<file path="src/rtl/tdt_pkg.sv">
// ----------------------------------------------------------------------------
// tdt_pkg
// Shared types and codes for the timestep work drain tracker.
// ----------------------------------------------------------------------------
package tdt_pkg;

  typedef enum logic [2:0] {
    CMD_OPEN    = 3'd0,
    CMD_SEAL    = 3'd1,
    CMD_ACQUIRE = 3'd2,
    CMD_RELEASE = 3'd3,
    CMD_QUERY   = 3'd4
  } cmd_t;

  typedef enum logic [2:0] {
    ST_OK             = 3'd0,
    ST_ALREADY_OPEN   = 3'd1,
    ST_NOT_OPEN       = 3'd2,
    ST_ALREADY_SEALED = 3'd3,
    ST_ACQ_AFTER_SEAL = 3'd4,
    ST_UNDERFLOW      = 3'd5,
    ST_BAD_KIND       = 3'd6,
    ST_OVERFLOW       = 3'd7
  } status_t;

  typedef enum logic [1:0] {
    S_CLEAR,
    S_IDLE,
    S_EXEC
  } state_t;

  // controller -> datapath
  typedef struct packed {
    logic clr_step;
    logic accept;
    logic commit;
  } dp_cmd_t;

  // datapath -> controller
  typedef struct packed {
    logic clr_last;
    logic out_free;
  } dp_stat_t;

endpackage

</file>
<file path="src/rtl/tdt_ctrl.sv">
// ----------------------------------------------------------------------------
// tdt_ctrl
// Sequencer: clearing pass after reset, then accept / execute per word.
// ----------------------------------------------------------------------------
module tdt_ctrl (
  input  logic              clk,
  input  logic              rst_n,
  input  logic              in_valid,
  output logic              in_stall,
  input  tdt_pkg::dp_stat_t stat_i,
  output tdt_pkg::dp_cmd_t  cmd_o
);

  tdt_pkg::state_t state_r, state_nxt;

  always_ff @(posedge clk) begin
    if (!rst_n) begin
      state_r <= tdt_pkg::S_CLEAR;
    end else begin
      state_r <= state_nxt;
    end
  end

  always_comb begin
    state_nxt      = state_r;
    cmd_o.clr_step = 1'b0;
    cmd_o.accept   = 1'b0;
    cmd_o.commit   = 1'b0;
    in_stall       = 1'b1;
    unique case (state_r)
      tdt_pkg::S_CLEAR: begin
        cmd_o.clr_step = 1'b1;
        if (stat_i.clr_last) begin
          state_nxt = tdt_pkg::S_IDLE;
        end
      end
      tdt_pkg::S_IDLE: begin
        in_stall = 1'b0;
        if (in_valid) begin
          cmd_o.accept = 1'b1;
          state_nxt    = tdt_pkg::S_EXEC;
        end
      end
      tdt_pkg::S_EXEC: begin
        // hold the looked-up word until the output register can take it
        if (stat_i.out_free) begin
          cmd_o.commit = 1'b1;
          state_nxt    = tdt_pkg::S_IDLE;
        end
      end
      default: begin
        state_nxt = tdt_pkg::S_CLEAR;
      end
    endcase
  end

endmodule

</file>
<file path="config.mk">
export PLATFORM = sky130hd
export DESIGN_NAME = tdt_ctrl
export DESIGN_NICKNAME = d
export VERILOG_FILES = /design/src/rtl/tdt_pkg.sv /design/src/rtl/tdt_ctrl.sv
export SDC_FILE = /design/constraint.sdc
export NUM_CORES = 1
export LEC_CHECK = 0
export BUFFER_PORTS_ARGS = -buffer_cell sky130_fd_sc_hd__clkbuf_2
export CORE_AREA = 2 2 39 41
export DETAILED_ROUTE_END_ITERATION = 8
export DIE_AREA = 0 0 41 43
export HOLD_SLACK_MARGIN = 0.15
export REMOVE_ABC_BUFFERS = 1
export SETUP_SLACK_MARGIN = 0.05
export SYNTH_ARGS = -nofsm -noshare
export SYNTH_HDL_FRONTEND = slang
export SYNTH_SLANG_ARGS = --single-unit
</file>
<file path="constraint.sdc">
create_clock -name clk -period 1.4 [get_ports clk]
set_input_delay 0.21 -clock clk [delete_from_list [all_inputs] [get_ports clk]]
set_output_delay 0.21 -clock clk [all_outputs]
set_load 0.05 [all_outputs]
</file>
==> After elaboration in Yosys (flattened, before gate mapping) <==
Index checks and enable logic that the tools add are counted.
{ "op_classes": {"n_eq_ne": 5, "mux": 10, "reduce_logical": 2} }
{ "op_table": {"columns": ["operator", "n"], "rows": [
  ["2-to-1 mux 1 bit", 6],
  ["2-to-1 mux 2 bit", 3],
  ["inequality test 2 bit, second input constant", 3],
  ["case mux 2 bit (3 select lines)", 1],
  ["AND reduction 3 bit", 1],
  ["== test 2 x 1 -> 1 bit, second input constant", 1],
  ["== test 2 bit, second input constant", 1],
  ["logical NOT 2 bit", 1]
]} }
{ "word_totals": {"register_bits": 2, "input_bits": 5} }

==> Logic depth before layout (Yosys ltp) <==
Gate-level depths: netlist of the first run.
{ "depth": {"depth_word": 3, "mapped_depth": 2, "ltp_nobuf": 2} }

==> Least setup slack after synthesis of the first run <==
OpenSTA, ideal clock, no wires.
{ "synth_timing": {"path_type": "flip-flop to output port", "start": "register state_r[1]", "end": "output cmd_o[0] (netlist name)", "t_arrival_ns": 1.096, "required_ns": 1.190, "setup_slack_ns": 0.094, "stages_incl_launch_ff": 3, "path_buffers": 0, "cell_sequence": "dfxtp_1 > nand2_1 > nor2_1"} }
{ "synth_lines": {"columns": ["element", "line_no", "rtl"], "rows": [
  ["start, declared", "tdt_ctrl.sv:14", "tdt_pkg::state_t state_r, state_nxt;"],
  ["start signal, assigned", "tdt_ctrl.sv:18", "state_r <= tdt_pkg::S_CLEAR;"],
  ["start signal, assigned", "tdt_ctrl.sv:20", "state_r <= state_nxt;"],
  ["end, declared", "tdt_ctrl.sv:11", "output tdt_pkg::dp_cmd_t cmd_o"]
]} }

==> reports/qor_table.md, run 1 <==
| Group | Metric | Value |
| --- | --- | --- |
| status | Result of the run | complete, no violations |
| global route | Remaining global-route overflow | 0 |
| clocking | Number of clock sinks | 2 |
| pwr | Leakage power | 0.000100 uW |
| sta | Sum Neg Setup Slack | 0 ns |
| worst setup path | Arrival time worst endpoint | 1.03 ns |
| floorplanning | Die Y | 43 um |
| clocking | Clock tree from TritonCTS | yes |
| sta | Rel. slew slack | 81.6% |
| routing | Count of unresolved DRC violations after routing | 0 |
| sta | Part of the cycle the worst path needs | 88.5% |
| floorplanning | Area of the die | 1760 um^2 |
| cells and area | Multi-input gate area in the final layout | 71.3 um^2 |
| synthesis | YS warnings | 0 |
| synthesis | Post-synth cell types | 10 |
| worst setup path | Largest delay contributor family on the critical path | flip-flops |
| cells and area | Leading registers by flop count | state_r (2) |
| worst setup path | Crit path kind | flip-flop to primary output |
| pwr | Worst supply voltage drop on vdd | 0.175 mV |
| min path | WHS Endpoint | state_r[1] |
| min path | Worst Hold Launch | rst_n |
| cells and area | Fraction of layout cells with a size suffix above 1 | 60.9% |
| clocking | CTS clk-pin slew, worst paths | 0.03 ns |
| worst setup path | CP max-delay cell | sky130_fd_sc_hd__dfxtp_2 |
| sta | Fmax | 807 MHz |
| worst setup path | Crit Reg-Reg Startpoint | state_r[1] |
| global route | Initial antenna violation count | 0 |
| global route | First-pass GRT wire length | 538 um |
| worst setup path | Buffer and inverter count on the worst path | 1 |
| global route | Largest net degree at the start of global routing | 8 |
| sta | Unrepaired setup endpoints after global routing | false |
| floorplanning | Num ports | 9 |
| clocking | Count of hold-fix buffers inserted at cts | 0 |
| worst setup path | Worst-path cell chain | and3b_1, clkbuf_4 |
| pwr | Power density normalized to cell area | 1280 nW/um^2 |
| worst setup path | R2R Setup Slk | 0.41 ns |
| floorplanning | Width of the die | 41 um |
| sta | Total setup violations reported at the end of the flow | 0 |
| clocking | Clk Latency, worst-skew pair | 0.22 ns |
| worst setup path | Type of destination of the critical path | primary output |
| synthesis | Netlist area before placement | 111 um^2 |
| sta | Number of hold violations in the final report | 0 |
| cells and area | # nets final | 30 |
| routing | Number of DRC markers after the initial detailed-route iteration | 3 |
| worst setup path | Highest fanout seen on the critical path | 7 |
| global route | Via count of the first global-routing pass | 150 |
| cells and area | Signed area change from the synthesized netlist to the final layout | 80.9% |
| sta | Worst hold margin | 0.226 ns |
| floorplanning | Area of the core | 1380 um^2 |
| worst setup path | Startpoint kind of the worst setup timing path | flip-flop |
| clocking | Clock tree buffer depth | 2 |
| floorplanning | Core Rows | 14 |
| routing | Wire per inst | 7.62 um |
| synthesis | Flop and latch count out of synthesis | 2 |
| floorplanning | Starting utilization of the core area | 8.05% |
| min path | Class of the tightest hold or removal check | input pin to flip-flop |
| sta | Clock Skews | 0.000313 ns |
| cells and area | Register with the most flip-flops | state_r |
| clocking | CTS buffer count | 3 |
| routing | Count of nets left with antenna violations after detail routing | 0 |
| worst setup path | Cells on worst reg2reg path | 2 |
| worst setup path | Worst endpoint required time | 1.19 ns |
| routing | Via density | 3.26 |
| min path | Number of stages on the worst hold path | 2 |
| cells and area | Final-layout fill cell count | 153 |
| clocking | Root Buffer Master | sky130_fd_sc_hd__clkbuf_4 |
| global route | GR Util All Layers | 5.31% |
| sta | Final period demand of the worst path | 1.24 ns |
| cells and area | Commonest non-fill, non-tap cells in the layout | sky130_fd_sc_hd__clkbuf_2, sky130_fd_sc_hd__clkbuf_4, sky130_fd_sc_hd__nor2_1, sky130_fd_sc_hd__dfxtp_2 |
| clocking | Maximum level of the CTS H-tree | 1 |
| sta | Transition time at the pin with the least slew margin | 0.277 ns |
| synthesis | Post-Synthesis Cells | 12 |
| routing | First drt pass iteration count | 2 |
| worst setup path | Number of gates on the worst path with buffers counted | 2 |
| cells and area | Diodes inserted | 0 |
| worst setup path | Capture point of the worst reg-to-reg path | state_r[0] |
| synthesis | Synthesized area divided by synthesized cell count | 9.28 um^2 |
| worst setup path | Max incr delay on CP | 0.34 ns |
| cells and area | FF+latch area | 42.5 um^2 |
| sta | Count of pins over their slew limit | 0 |
| synthesis | Part of the Yosys area used for sequential elements | 36.0% |
| routing | Via count | 127 |
| routing | Total routed wirelength | 297 um |
| cells and area | Commonest non-fill, non-tap cell in the layout | sky130_fd_sc_hd__clkbuf_2 |
| run | Max-Cap Viols | 0 |
| place | Port Buffer Count | 8 |
| cells and area | Flip-flop count of the largest register after layout | 2 |
| place | Weighted congestion at the end of routability-driven global placement | 0.549 |
[power breakdown]
group,internal [uW],switching (uW)
registers,62.7,6.59
logic,21.2,42.7
clock network,94.4,30.7
total,178,79.9
[through the flow]
stage               area [um^2]  utilization (%)  power, uW  setup slack, ns  std cells
finish                      201             14.6        258            0.161         39
global route                201             14.6        280           0.0993         39
CTS                         194             14.0        266           0.0506         39
detailed placement          171             12.4        132            0.292         36
global placement            171             12.4        131            0.311         36
floorplan                   111                -        114           0.0939         12
[cells in the mapped netlist]
cell,count,area (um^2)
sky130_fd_sc_hd__nand2_1,1,3.75
sky130_fd_sc_hd__mux2_4,1,15.0
sky130_fd_sc_hd__nor3b_1,1,7.51
sky130_fd_sc_hd__o21ai_0,1,5.00
sky130_fd_sc_hd__o211a_1,1,10.0
sky130_fd_sc_hd__nand2b_1,1,6.26
sky130_fd_sc_hd__and3b_1,1,8.76
sky130_fd_sc_hd__dfxtp_1,2,40.0
sky130_fd_sc_hd__nor2_1,2,7.51
sky130_fd_sc_hd__o21a_1,1,7.51
[worst max-delay path by stage]
stage	endpoint	slack, ns	startpoint
floorplan	cmd_o[0]	0.09	state_r[1]
global placement	cmd_o[1]	0.31	state_r[0]
detailed placement	cmd_o[1]	0.29	state_r[0]
CTS	cmd_o[1]	0.05	state_r[0]
global route	cmd_o[1]	0.1	state_r[1]
finish	cmd_o[1]	0.16	state_r[1]
[layer usage]
layer	up-vias	global-route usage, %	share of wire [%]
li1	66	-	-
met1	52	6.05	50
met2	9	5.00	33
met3	0	4.71	16
met4	0	6.00	0
met5	-	0	0
[logic make-up (layout without fill, tap and decap cells)]
| logic type | Yosys count | count (layout) | share of synthesized area (%) |
|---|---|---|---|
| DFF | 2 | 2 | 36.0 |
| AOI/OAI and AO/OA | 3 | 3 | 20.2 |
| and+or+nand+nor | 6 | 6 | 30.3 |
| buffers and inverters | 0 | 11 | 0 |
| muxes | 1 | 1 | 13.5 |
[area by class of cell]
class	count	area share [%]
Clock buffer	3	11.2
Tap cell	16	9.94
Sequential cell	2	21.1
Multi-Input combinational cell	10	35.4
Timing Repair Buffer	8	22.4
[worst register-to-register path, cell delays in order (launching register included)]
cell and delay [ns]:
sky130_fd_sc_hd__dfxtp_2 0.37, sky130_fd_sc_hd__mux2_4 0.31, sky130_fd_sc_hd__o211a_1 0.20
[timing repair]
item                       4_1_cts  5_1_grt
setup endpoints to repair        0        2
setup buffers                    0        0
gates resized for setup          0        6
No activity file was read; power rests on OpenSTA's default activity.
==> run 2: changes to the inputs <==
--- a/config.mk
+++ b/config.mk
@@ -5,11 +5,13 @@
 export SDC_FILE = /design/constraint.sdc
 export NUM_CORES = 1
 export LEC_CHECK = 0
+export ABC_AREA = 0
 export BUFFER_PORTS_ARGS = -buffer_cell sky130_fd_sc_hd__clkbuf_2
 export CORE_AREA = 2 2 39 41
 export DETAILED_ROUTE_END_ITERATION = 8
 export DIE_AREA = 0 0 41 43
 export HOLD_SLACK_MARGIN = 0.15
+export PLACE_DENSITY = 0.3
 export REMOVE_ABC_BUFFERS = 1
 export SETUP_SLACK_MARGIN = 0.05
 export SYNTH_ARGS = -nofsm -noshare
==> run 2 against run 1 <==
Compared with the run above:
- first-iteration DRC count is 100% lower
- clock power hardly changed
- critical path depth unchanged
- clock skew is essentially flat
- critical endpoint unchanged
- non-clock buffer count stayed put
- die area stayed put
- power is 0.19% higher
- design area down 1.9%
- flip-flop and latch count is the same
- core utilization fell by 0.27 points
- clock-buffer cell count stayed put
==> reports/qor_table.md, run 2 (same netlist as run 1, synthesis figures left out) <==
| Group | Metric | Value | vs previous |
| --- | --- | --- | --- |
| status | Result of the run | complete, no violations |  |
| cells and area | Register with the most flip-flops | state_r |  |
| pwr | Leakage power | 0.000100 uW | +0.21% |
| cells and area | Flip-flop count of the largest register after layout | 2 | unchanged |
| worst setup path | Highest fanout seen on the critical path | 7 | unchanged |
| floorplanning | Starting utilization of the core area | 8.05% | unchanged |
| worst setup path | R2R Setup Slk | 0.37 ns | -0.04 ns |
| worst setup path | Worst endpoint required time | 1.19 ns | about the same |
| floorplanning | Area of the core | 1380 um^2 | unchanged |
| global route | Remaining global-route overflow | 0 | unchanged |
| worst setup path | Capture point of the worst reg-to-reg path | state_r[0] |  |
| cells and area | # nets final | 30 | unchanged |
| clocking | Number of clock sinks | 2 | unchanged |
| worst setup path | Crit Reg-Reg Startpoint | state_r[1] |  |
| clocking | Postcts setup bufs | 0 | unchanged |
| floorplanning | Area of the die | 1760 um^2 | unchanged |
| global route | First-pass GRT wire length | 448 um | -17% |
| worst setup path | Crit path kind | flip-flop to primary output |  |
| pwr | Power density normalized to cell area | 1310 nW/um^2 | +2.1% |
| place | Final HPWL from detailed placement | 227 um |  |
| min path | Class of the tightest hold or removal check | input pin to flip-flop |  |
| worst setup path | Type of destination of the critical path | primary output |  |
| clocking | Clk Latency, worst-skew pair | 0.22 ns | about the same |
| sta | Fmax | 793 MHz | -1.7% |
| sta | Final period demand of the worst path | 1.26 ns | +0.0218 ns |
| cells and area | Signed area change from the synthesized netlist to the final layout | 77.5% |  |
| pwr | Worst supply voltage drop on vdd | 0.258 mV | +48% |
| routing | Wire per inst | 7.67 um | +0.67% |
| cells and area | Leading registers by flop count | state_r (2) |  |
| clocking | Count of hold-fix buffers inserted at cts | 0 | unchanged |
| place | Port Buffer Count | 8 | unchanged |
| sta | Rel. slew slack | 81.6% | about the same |
| routing | Total routed wirelength | 299 um | +0.67% |
| clocking | Maximum level of the CTS H-tree | 1 | unchanged |
| min path | Number of stages on the worst hold path | 2 | unchanged |
| clocking | Root Buffer Master | sky130_fd_sc_hd__clkbuf_4 |  |
| floorplanning | Core Rows | 14 | unchanged |
| cells and area | Commonest non-fill, non-tap cells in the layout | sky130_fd_sc_hd__clkbuf_2, sky130_fd_sc_hd__clkbuf_4, sky130_fd_sc_hd__nor2_1 |  |
| routing | Count of nets left with antenna violations after detail routing | 0 | unchanged |
| floorplanning | Width of the die | 41 um | unchanged |
| cells and area | Commonest non-fill, non-tap cell in the layout | sky130_fd_sc_hd__clkbuf_2 |  |
| cells and area | Fraction of layout cells with a size suffix above 1 | 56.5% | -4.3 points |
| min path | WHS Endpoint | state_r[1] |  |
| sta | Number of hold violations in the final report | 0 | unchanged |
| worst setup path | Arrival time worst endpoint | 1.05 ns | +0.02 ns |
| routing | Count of unresolved DRC violations after routing | 0 | unchanged |
| clocking | CTS buffer count | 3 | unchanged |
| sta | Sum Neg Setup Slack | 0 ns | unchanged |
| sta | Part of the cycle the worst path needs | 90.1% | +1.6 points |
| place | Weighted congestion at the end of routability-driven global placement | 0.461 | -16% |
| global route | GR Util All Layers | 4.90% | -0.40 points |
| global route | Largest net degree at the start of global routing | 8 | unchanged |
| floorplanning | Num ports | 9 | unchanged |
| routing | First drt pass iteration count | 1 | -1 |
| clocking | Clock tree from TritonCTS | yes |  |
| sta | Count of pins over their slew limit | 0 | unchanged |
| routing | Via count | 128 | +0.79% |
| routing | Number of DRC markers after the initial detailed-route iteration | 0 | -3 |
| global route | Initial antenna violation count | 0 | unchanged |
| routing | Via density | 3.28 | +0.79% |
| sta | Total setup violations reported at the end of the flow | 0 | unchanged |
| sta | Clock Skews | 0.000511 ns | +0.000198 ns |
| sta | Transition time at the pin with the least slew margin | 0.277 ns | -0.000549 ns |
| cells and area | Diodes inserted | 0 | unchanged |
| min path | Worst Hold Launch | rst_n |  |
| worst setup path | Cells on worst reg2reg path | 2 | unchanged |
| clocking | CTS clk-pin slew, worst paths | 0.03 ns | about the same |
| run | Max-Cap Viols | 0 | unchanged |
| sta | Unrepaired setup endpoints after global routing | false |  |
| cells and area | Final core utilization | 14.3% | -0.27 points |
| clocking | Cts repair resizes | 0 | unchanged |
| floorplanning | Die Y | 43 um | unchanged |
| worst setup path | Startpoint kind of the worst setup timing path | flip-flop |  |
| global route | Via count of the first global-routing pass | 134 | -11% |
| clocking | Clock tree buffer depth | 2 | unchanged |
[run 2: cell types whose count changed in the layout (fill, tap and decap cells not counted), sizes merged]
cell,previous run,this run
clkbuf,11,10
buf,0,1
[run 2: layer usage]
| metal | wire length (um) | vias to the layer above | share of wire (%) | track usage [%] |
|---|---|---|---|---|
| met5 | 0 | - | 0 | 0 |
| met2 | 120 | 9 | 40 | 5.00 |
| met1 | 120 | 54 | 40 | 3.82 |
| li1 | - | 65 | - | - |
| met3 | 58 | 0 | 19 | 3.14 |
| met4 | 0 | 0 | 0 | 10.0 |
[run 2: stage by stage]
step / hold WS (ns) / cells / setup slack, ns / total power (uW) / instance area (um^2)
after floorplan: 0.328 / 12 / 0.0939 / 114 / 111
after global placement: 0.450 / 36 / 0.301 / 132 / 171
after detailed placement: 0.451 / 36 / 0.299 / 132 / 171
after CTS: 0.213 / 39 / 0.0532 / 270 / 194
after global routing: 0.229 / 39 / 0.0507 / 276 / 198
final: 0.221 / 39 / 0.139 / 259 / 198
[run 2: worst max path at each step]
stage                     endpoint  slack (ns)       start  cells after the start
after floorplan           cmd_o[0]        0.09  state_r[1]                      2
after global placement    cmd_o[1]        0.30  state_r[0]                      2
after detailed placement  cmd_o[1]        0.30  state_r[0]                      2
after CTS                 cmd_o[1]        0.05  state_r[0]                      2
after global routing      cmd_o[0]        0.05  state_r[1]                      3
final                     cmd_o[1]        0.14  state_r[1]                      2
[run 2: area by class of cell]
type / count / area [um^2]
well taps: 16 / 20.0
multi-input cells: 10 / 71.3
repair buffers: 8 / 42.5
flip-flops and latches: 2 / 41.3
clock buffers: 3 / 22.5
fillers: 164 / 1190
[run 2: critical path, cell delays in order (launching register included)]
cell                       delay (ns)
sky130_fd_sc_hd__dfxtp_1         0.40
sky130_fd_sc_hd__and3b_1         0.21
sky130_fd_sc_hd__clkbuf_4        0.21
[run 2: where the power goes]
part	internal [uW]	switching, uW	leakage [uW]
clock network	94.5	32.0	0.0000138
registers	62.4	6.42	0.0000167
logic	20.8	42.6	0.0000699
total	178	81.0	0.000100
==> run 3: changes to the inputs <==
--- a/config.mk
+++ b/config.mk
@@ -5,13 +5,14 @@
 export SDC_FILE = /design/constraint.sdc
 export NUM_CORES = 1
 export LEC_CHECK = 0
-export ABC_AREA = 0
-export BUFFER_PORTS_ARGS = -buffer_cell sky130_fd_sc_hd__clkbuf_2
+export ABC_AREA = 1
+export BUFFER_PORTS_ARGS = -buffer_cell sky130_fd_sc_hd__buf_2
 export CORE_AREA = 2 2 39 41
 export DETAILED_ROUTE_END_ITERATION = 8
 export DIE_AREA = 0 0 41 43
 export HOLD_SLACK_MARGIN = 0.15
 export PLACE_DENSITY = 0.3
+export RECOVER_POWER = 100
 export REMOVE_ABC_BUFFERS = 1
 export SETUP_SLACK_MARGIN = 0.05
 export SYNTH_ARGS = -nofsm -noshare
==> run 3 against run 2 <==
Compared with the run above:
- synthesized cell count up 50%
- flip-flop and latch count unchanged
- highest routed layer unchanged
- largest power group unchanged
- non-clock buffer count unchanged
- first-iteration DRC count up 1
- maximum frequency down 3.3%
==> reports/qor_table.md, run 3 <==
| Group | Metric | Value | vs previous |
| --- | --- | --- | --- |
| pwr | Power density normalized to cell area | 1320 nW/um^2 | +0.99% |
| routing | Number of DRC markers after the initial detailed-route iteration | 1 | +1 |
| cells and area | Final-layout fill cell count | 165 | +0.61% |
| synthesis | Post-Synthesis Cells | 18 | +6 |
| worst setup path | CP max-delay cell | sky130_fd_sc_hd__dfxtp_2 |  |
| clocking | Maximum level of the CTS H-tree | 1 | unchanged |
| worst setup path | Type of destination of the critical path | primary output |  |
| synthesis | Synthesized area divided by synthesized cell count | 6.46 um^2 | -30% |
| worst setup path | Max incr delay on CP | 0.34 ns | -0.06 ns |
| sta | Transition time at the pin with the least slew margin | 0.278 ns | +0.000954 ns |
| synthesis | Post-synth cell types | 10 | unchanged |
| synthesis | Cell type contributing the most total cell area after synthesis | sky130_fd_sc_hd__dfxtp_1 |  |
| cells and area | Commonest non-fill, non-tap cell in the layout | sky130_fd_sc_hd__inv_1 |  |
| routing | Wire per inst | 6.58 um | -14% |
| clocking | Clk Latency, worst-skew pair | 0.22 ns | about the same |
| sta | Rel. slew slack | 81.6% | about the same |
| min path | WHS Endpoint | state_r[0] |  |
| cells and area | Signed area change from the synthesized netlist to the final layout | 69.9% |  |
| synthesis | Netlist area before placement | 116 um^2 | +4.5% |
| global route | Via count of the first global-routing pass | 121 | -9.7% |
| sta | Number of hold violations in the final report | 0 | unchanged |
| worst setup path | R2R Setup Slk | 0.62 ns | +0.25 ns |
| min path | Class of the tightest hold or removal check | input pin to flip-flop |  |
| sta | Clock Skews | 0.000799 ns | +0.000288 ns |
| cells and area | Final core utilization | 14.3% | unchanged |
| synthesis | Multiplexer fraction of the synthesized cell area | 0% | -13 points |
| pwr | Worst supply voltage drop on vdd | 0.163 mV | -37% |
| cells and area | Commonest non-fill, non-tap cells in the layout | sky130_fd_sc_hd__inv_1, sky130_fd_sc_hd__nand2_1, sky130_fd_sc_hd__clkbuf_4, sky130_fd_sc_hd__buf_2, sky130_fd_sc_hd__clkbuf_2 |  |
| synthesis | Most frequently used flop master after synthesis | sky130_fd_sc_hd__dfxtp_1 |  |
| sta | Unrepaired setup endpoints after global routing | false |  |
| clocking | CTS clk-pin slew, worst paths | 0.03 ns | about the same |
| pwr | Power, Total | 261 uW | +0.99% |
| worst setup path | Capture point of the worst reg-to-reg path | state_r[1] |  |
| synthesis | Top post-synthesis cells by area | sky130_fd_sc_hd__dfxtp_1, sky130_fd_sc_hd__inv_1, sky130_fd_sc_hd__nand2_1, sky130_fd_sc_hd__nand3_2, sky130_fd_sc_hd__a21boi_1 |  |
| clocking | Count of hold-fix buffers inserted at cts | 0 | unchanged |
| cells and area | Fraction of layout cells with a size suffix above 1 | 44.8% | -12 points |
| place | Weighted congestion at the end of routability-driven global placement | 0.568 | +23% |
| synthesis | Leading post-synthesis cells by instance count | sky130_fd_sc_hd__inv_1, sky130_fd_sc_hd__nand2_1, sky130_fd_sc_hd__dfxtp_1 |  |
| global route | Remaining global-route overflow | 0 | unchanged |
| clocking | Clock tree from TritonCTS | yes |  |
| run | Max-Cap Viols | 0 | unchanged |
| synthesis | Simple-gate share of the synthesized area | 38.7% | +8.4 points |
| synthesis | Flop and latch count out of synthesis | 2 | unchanged |
| routing | Count of nets left with antenna violations after detail routing | 0 | unchanged |
| sta | Part of the cycle the worst path needs | 93.2% | +3.1 points |
| sta | Count of pins over their slew limit | 0 | unchanged |
| floorplanning | Die Y | 43 um | unchanged |
| clocking | Root Buffer Master | sky130_fd_sc_hd__clkbuf_4 |  |
| floorplanning | Core Rows | 14 | unchanged |
| sta | Sum Neg Setup Slack | 0 ns | unchanged |
| floorplanning | Starting utilization of the core area | 8.41% | +0.36 points |
| global route | First-pass GRT wire length | 400 um | -11% |
| pwr | Leakage power | 0.000110 uW | +9.6% |
| routing | Total routed wirelength | 296 um | -1.0% |
| worst setup path | Worst endpoint required time | 1.19 ns | about the same |
| worst setup path | Startpoint kind of the worst setup timing path | flip-flop |  |
| routing | First drt pass iteration count | 2 | +1 |
| synthesis | XOR/XNOR Fraction of Synth Area | 0% | unchanged |
| status | Result of the run | complete, no violations |  |
| global route | GR Util All Layers | 4.21% | -0.70 points |
| floorplanning | Area of the core | 1380 um^2 | unchanged |
| cells and area | Diodes inserted | 0 | unchanged |
| routing | Via density | 2.93 | -11% |
| cells and area | Flip-flop count of the largest register after layout | 2 | unchanged |
| worst setup path | Arrival time worst endpoint | 1.09 ns | +0.04 ns |
| global route | Initial antenna violation count | 0 | unchanged |
| synthesis | Fraction of the mapped netlist area in compound gates | 10.8% | -9.5 points |
| worst setup path | Highest fanout seen on the critical path | 4 | -3 |
| min path | Number of stages on the worst hold path | 3 | +1 |
| cells and area | Register with the most flip-flops | state_r |  |
| clocking | Clock tree buffer depth | 2 | unchanged |
| cells and area | Leading registers by flop count | state_r (2) |  |
| synthesis | Combinational family with the most area after synthesis | simple AND/OR/NAND/NOR gates |  |
| synthesis | Number of enable flip-flop cells after synthesis | 0 | unchanged |
| worst setup path | Largest delay contributor family on the critical path | buffers and inverters |  |
| clocking | Number of clock sinks | 2 | unchanged |
| place | Port Buffer Count | 8 | unchanged |
| sta | Fmax | 766 MHz | -3.3% |
| worst setup path | Buffer and inverter count on the worst path | 2 | +1 |
| synthesis | Part of the Yosys area used for sequential elements | 34.4% | -1.5 points |
| worst setup path | Crit path kind | flip-flop to primary output |  |
| synthesis | Async SR Flop Fraction | 0% | unchanged |
| routing | Count of unresolved DRC violations after routing | 0 | unchanged |
| synthesis | Most common cell in the netlist | sky130_fd_sc_hd__inv_1 |  |
| synthesis | Share of the synthesized area in the top cell type | 34.4% | -1.5 points |
| place | Final HPWL from detailed placement | 226 um | -0.22% |
| clocking | CTS buffer count | 3 | unchanged |
| sta | Worst hold margin | 0.228 ns | +0.00642 ns |
| cells and area | # nets final | 36 | +20% |
| sta | Final period demand of the worst path | 1.30 ns | +0.0437 ns |
| floorplanning | Width of the die | 41 um | unchanged |
| worst setup path | Cells on worst reg2reg path | 2 | unchanged |
| global route | Largest net degree at the start of global routing | 7 | -1 |
| floorplanning | Num ports | 9 | unchanged |
| min path | Worst Hold Launch | rst_n |  |
| worst setup path | Worst-path cell chain | inv_1, nor3_1, clkbuf_2 |  |
| synthesis | YS warnings | 0 | unchanged |
| floorplanning | Area of the die | 1760 um^2 | unchanged |
| routing | Via count | 132 | +3.1% |
| sta | Total setup violations reported at the end of the flow | 0 | unchanged |
| synthesis | Share of synthesized cell area in full adder, half adder and majority cells | 0% | unchanged |
| worst setup path | Crit Reg-Reg Startpoint | state_r[0] |  |
run 3: cell type report:
class,instances,area [um^2],area share [%]
multi-input cells,11,52.6,26.6
repair buffers,8,42.5,21.5
clock buffers,3,22.5,11.4
inverters,5,18.8,9.49
flip-flops and latches,2,41.3,20.9
well taps,16,20.0,10.1
run 3: how the worst max path moves through the flow:
| stage | cells past startpoint | to | start |
|---|---|---|---|
| floorplan | 2 | cmd_o[0] | state_r[1] |
| detailed placement | 3 | cmd_o[0] | state_r[1] |
| global route | 3 | cmd_o[0] | state_r[1] |
| finish | 3 | cmd_o[0] | state_r[1] |
| global placement | 3 | cmd_o[0] | state_r[1] |
| CTS | 3 | cmd_o[0] | state_r[1] |
run 3: cell families (layout without fill, tap and decap cells):
family | count (synthesis) | in the layout
buf+inv | 5 | 16
flops | 2 | 2
compound gates | 2 | 2
simple gates | 9 | 9
run 3: per-stage QoR:
step | instances | cell area [um^2] | setup WS (ns)
2_1_floorplan | 18 | 116 | -0.338
3_3_place_gp | 42 | 176 | 0.279
3_5_place_dp | 42 | 176 | 0.290
4_1_cts | 45 | 201 | 0.0927
5_1_grt | 45 | 198 | 0.0507
6_report | 45 | 198 | 0.0951
run 3: repair_timing:
item                                    CTS  global route
gates resized for setup                   1             2
hold endpoints to repair                  0             0
setup buffers                             0             0
gates cloned                              0             0
endpoints found under the setup margin    1             2
pin swaps                                 0             0
run 3: layer usage:
layer / GRT usage, % / vias to the layer above / share of wire [%]
met3: 3.14 / 0 / 18
met5: 0 / - / 0
met4: 8.00 / 0 / 0
met1: 3.19 / 48 / 41
met2: 4.38 / 8 / 41
li1: - / 76 / -
run 3: worst min-delay path: stages:
cell and delay [ns]:
sky130_fd_sc_hd__buf_2 0.10, sky130_fd_sc_hd__nand2_1 0.06, sky130_fd_sc_hd__nor2_1 0.03
run 3: report_power, final:
part           internal (uW)  switching, uW
clock network           94.4           31.2
logic                   18.7           48.7
registers               62.3           5.89
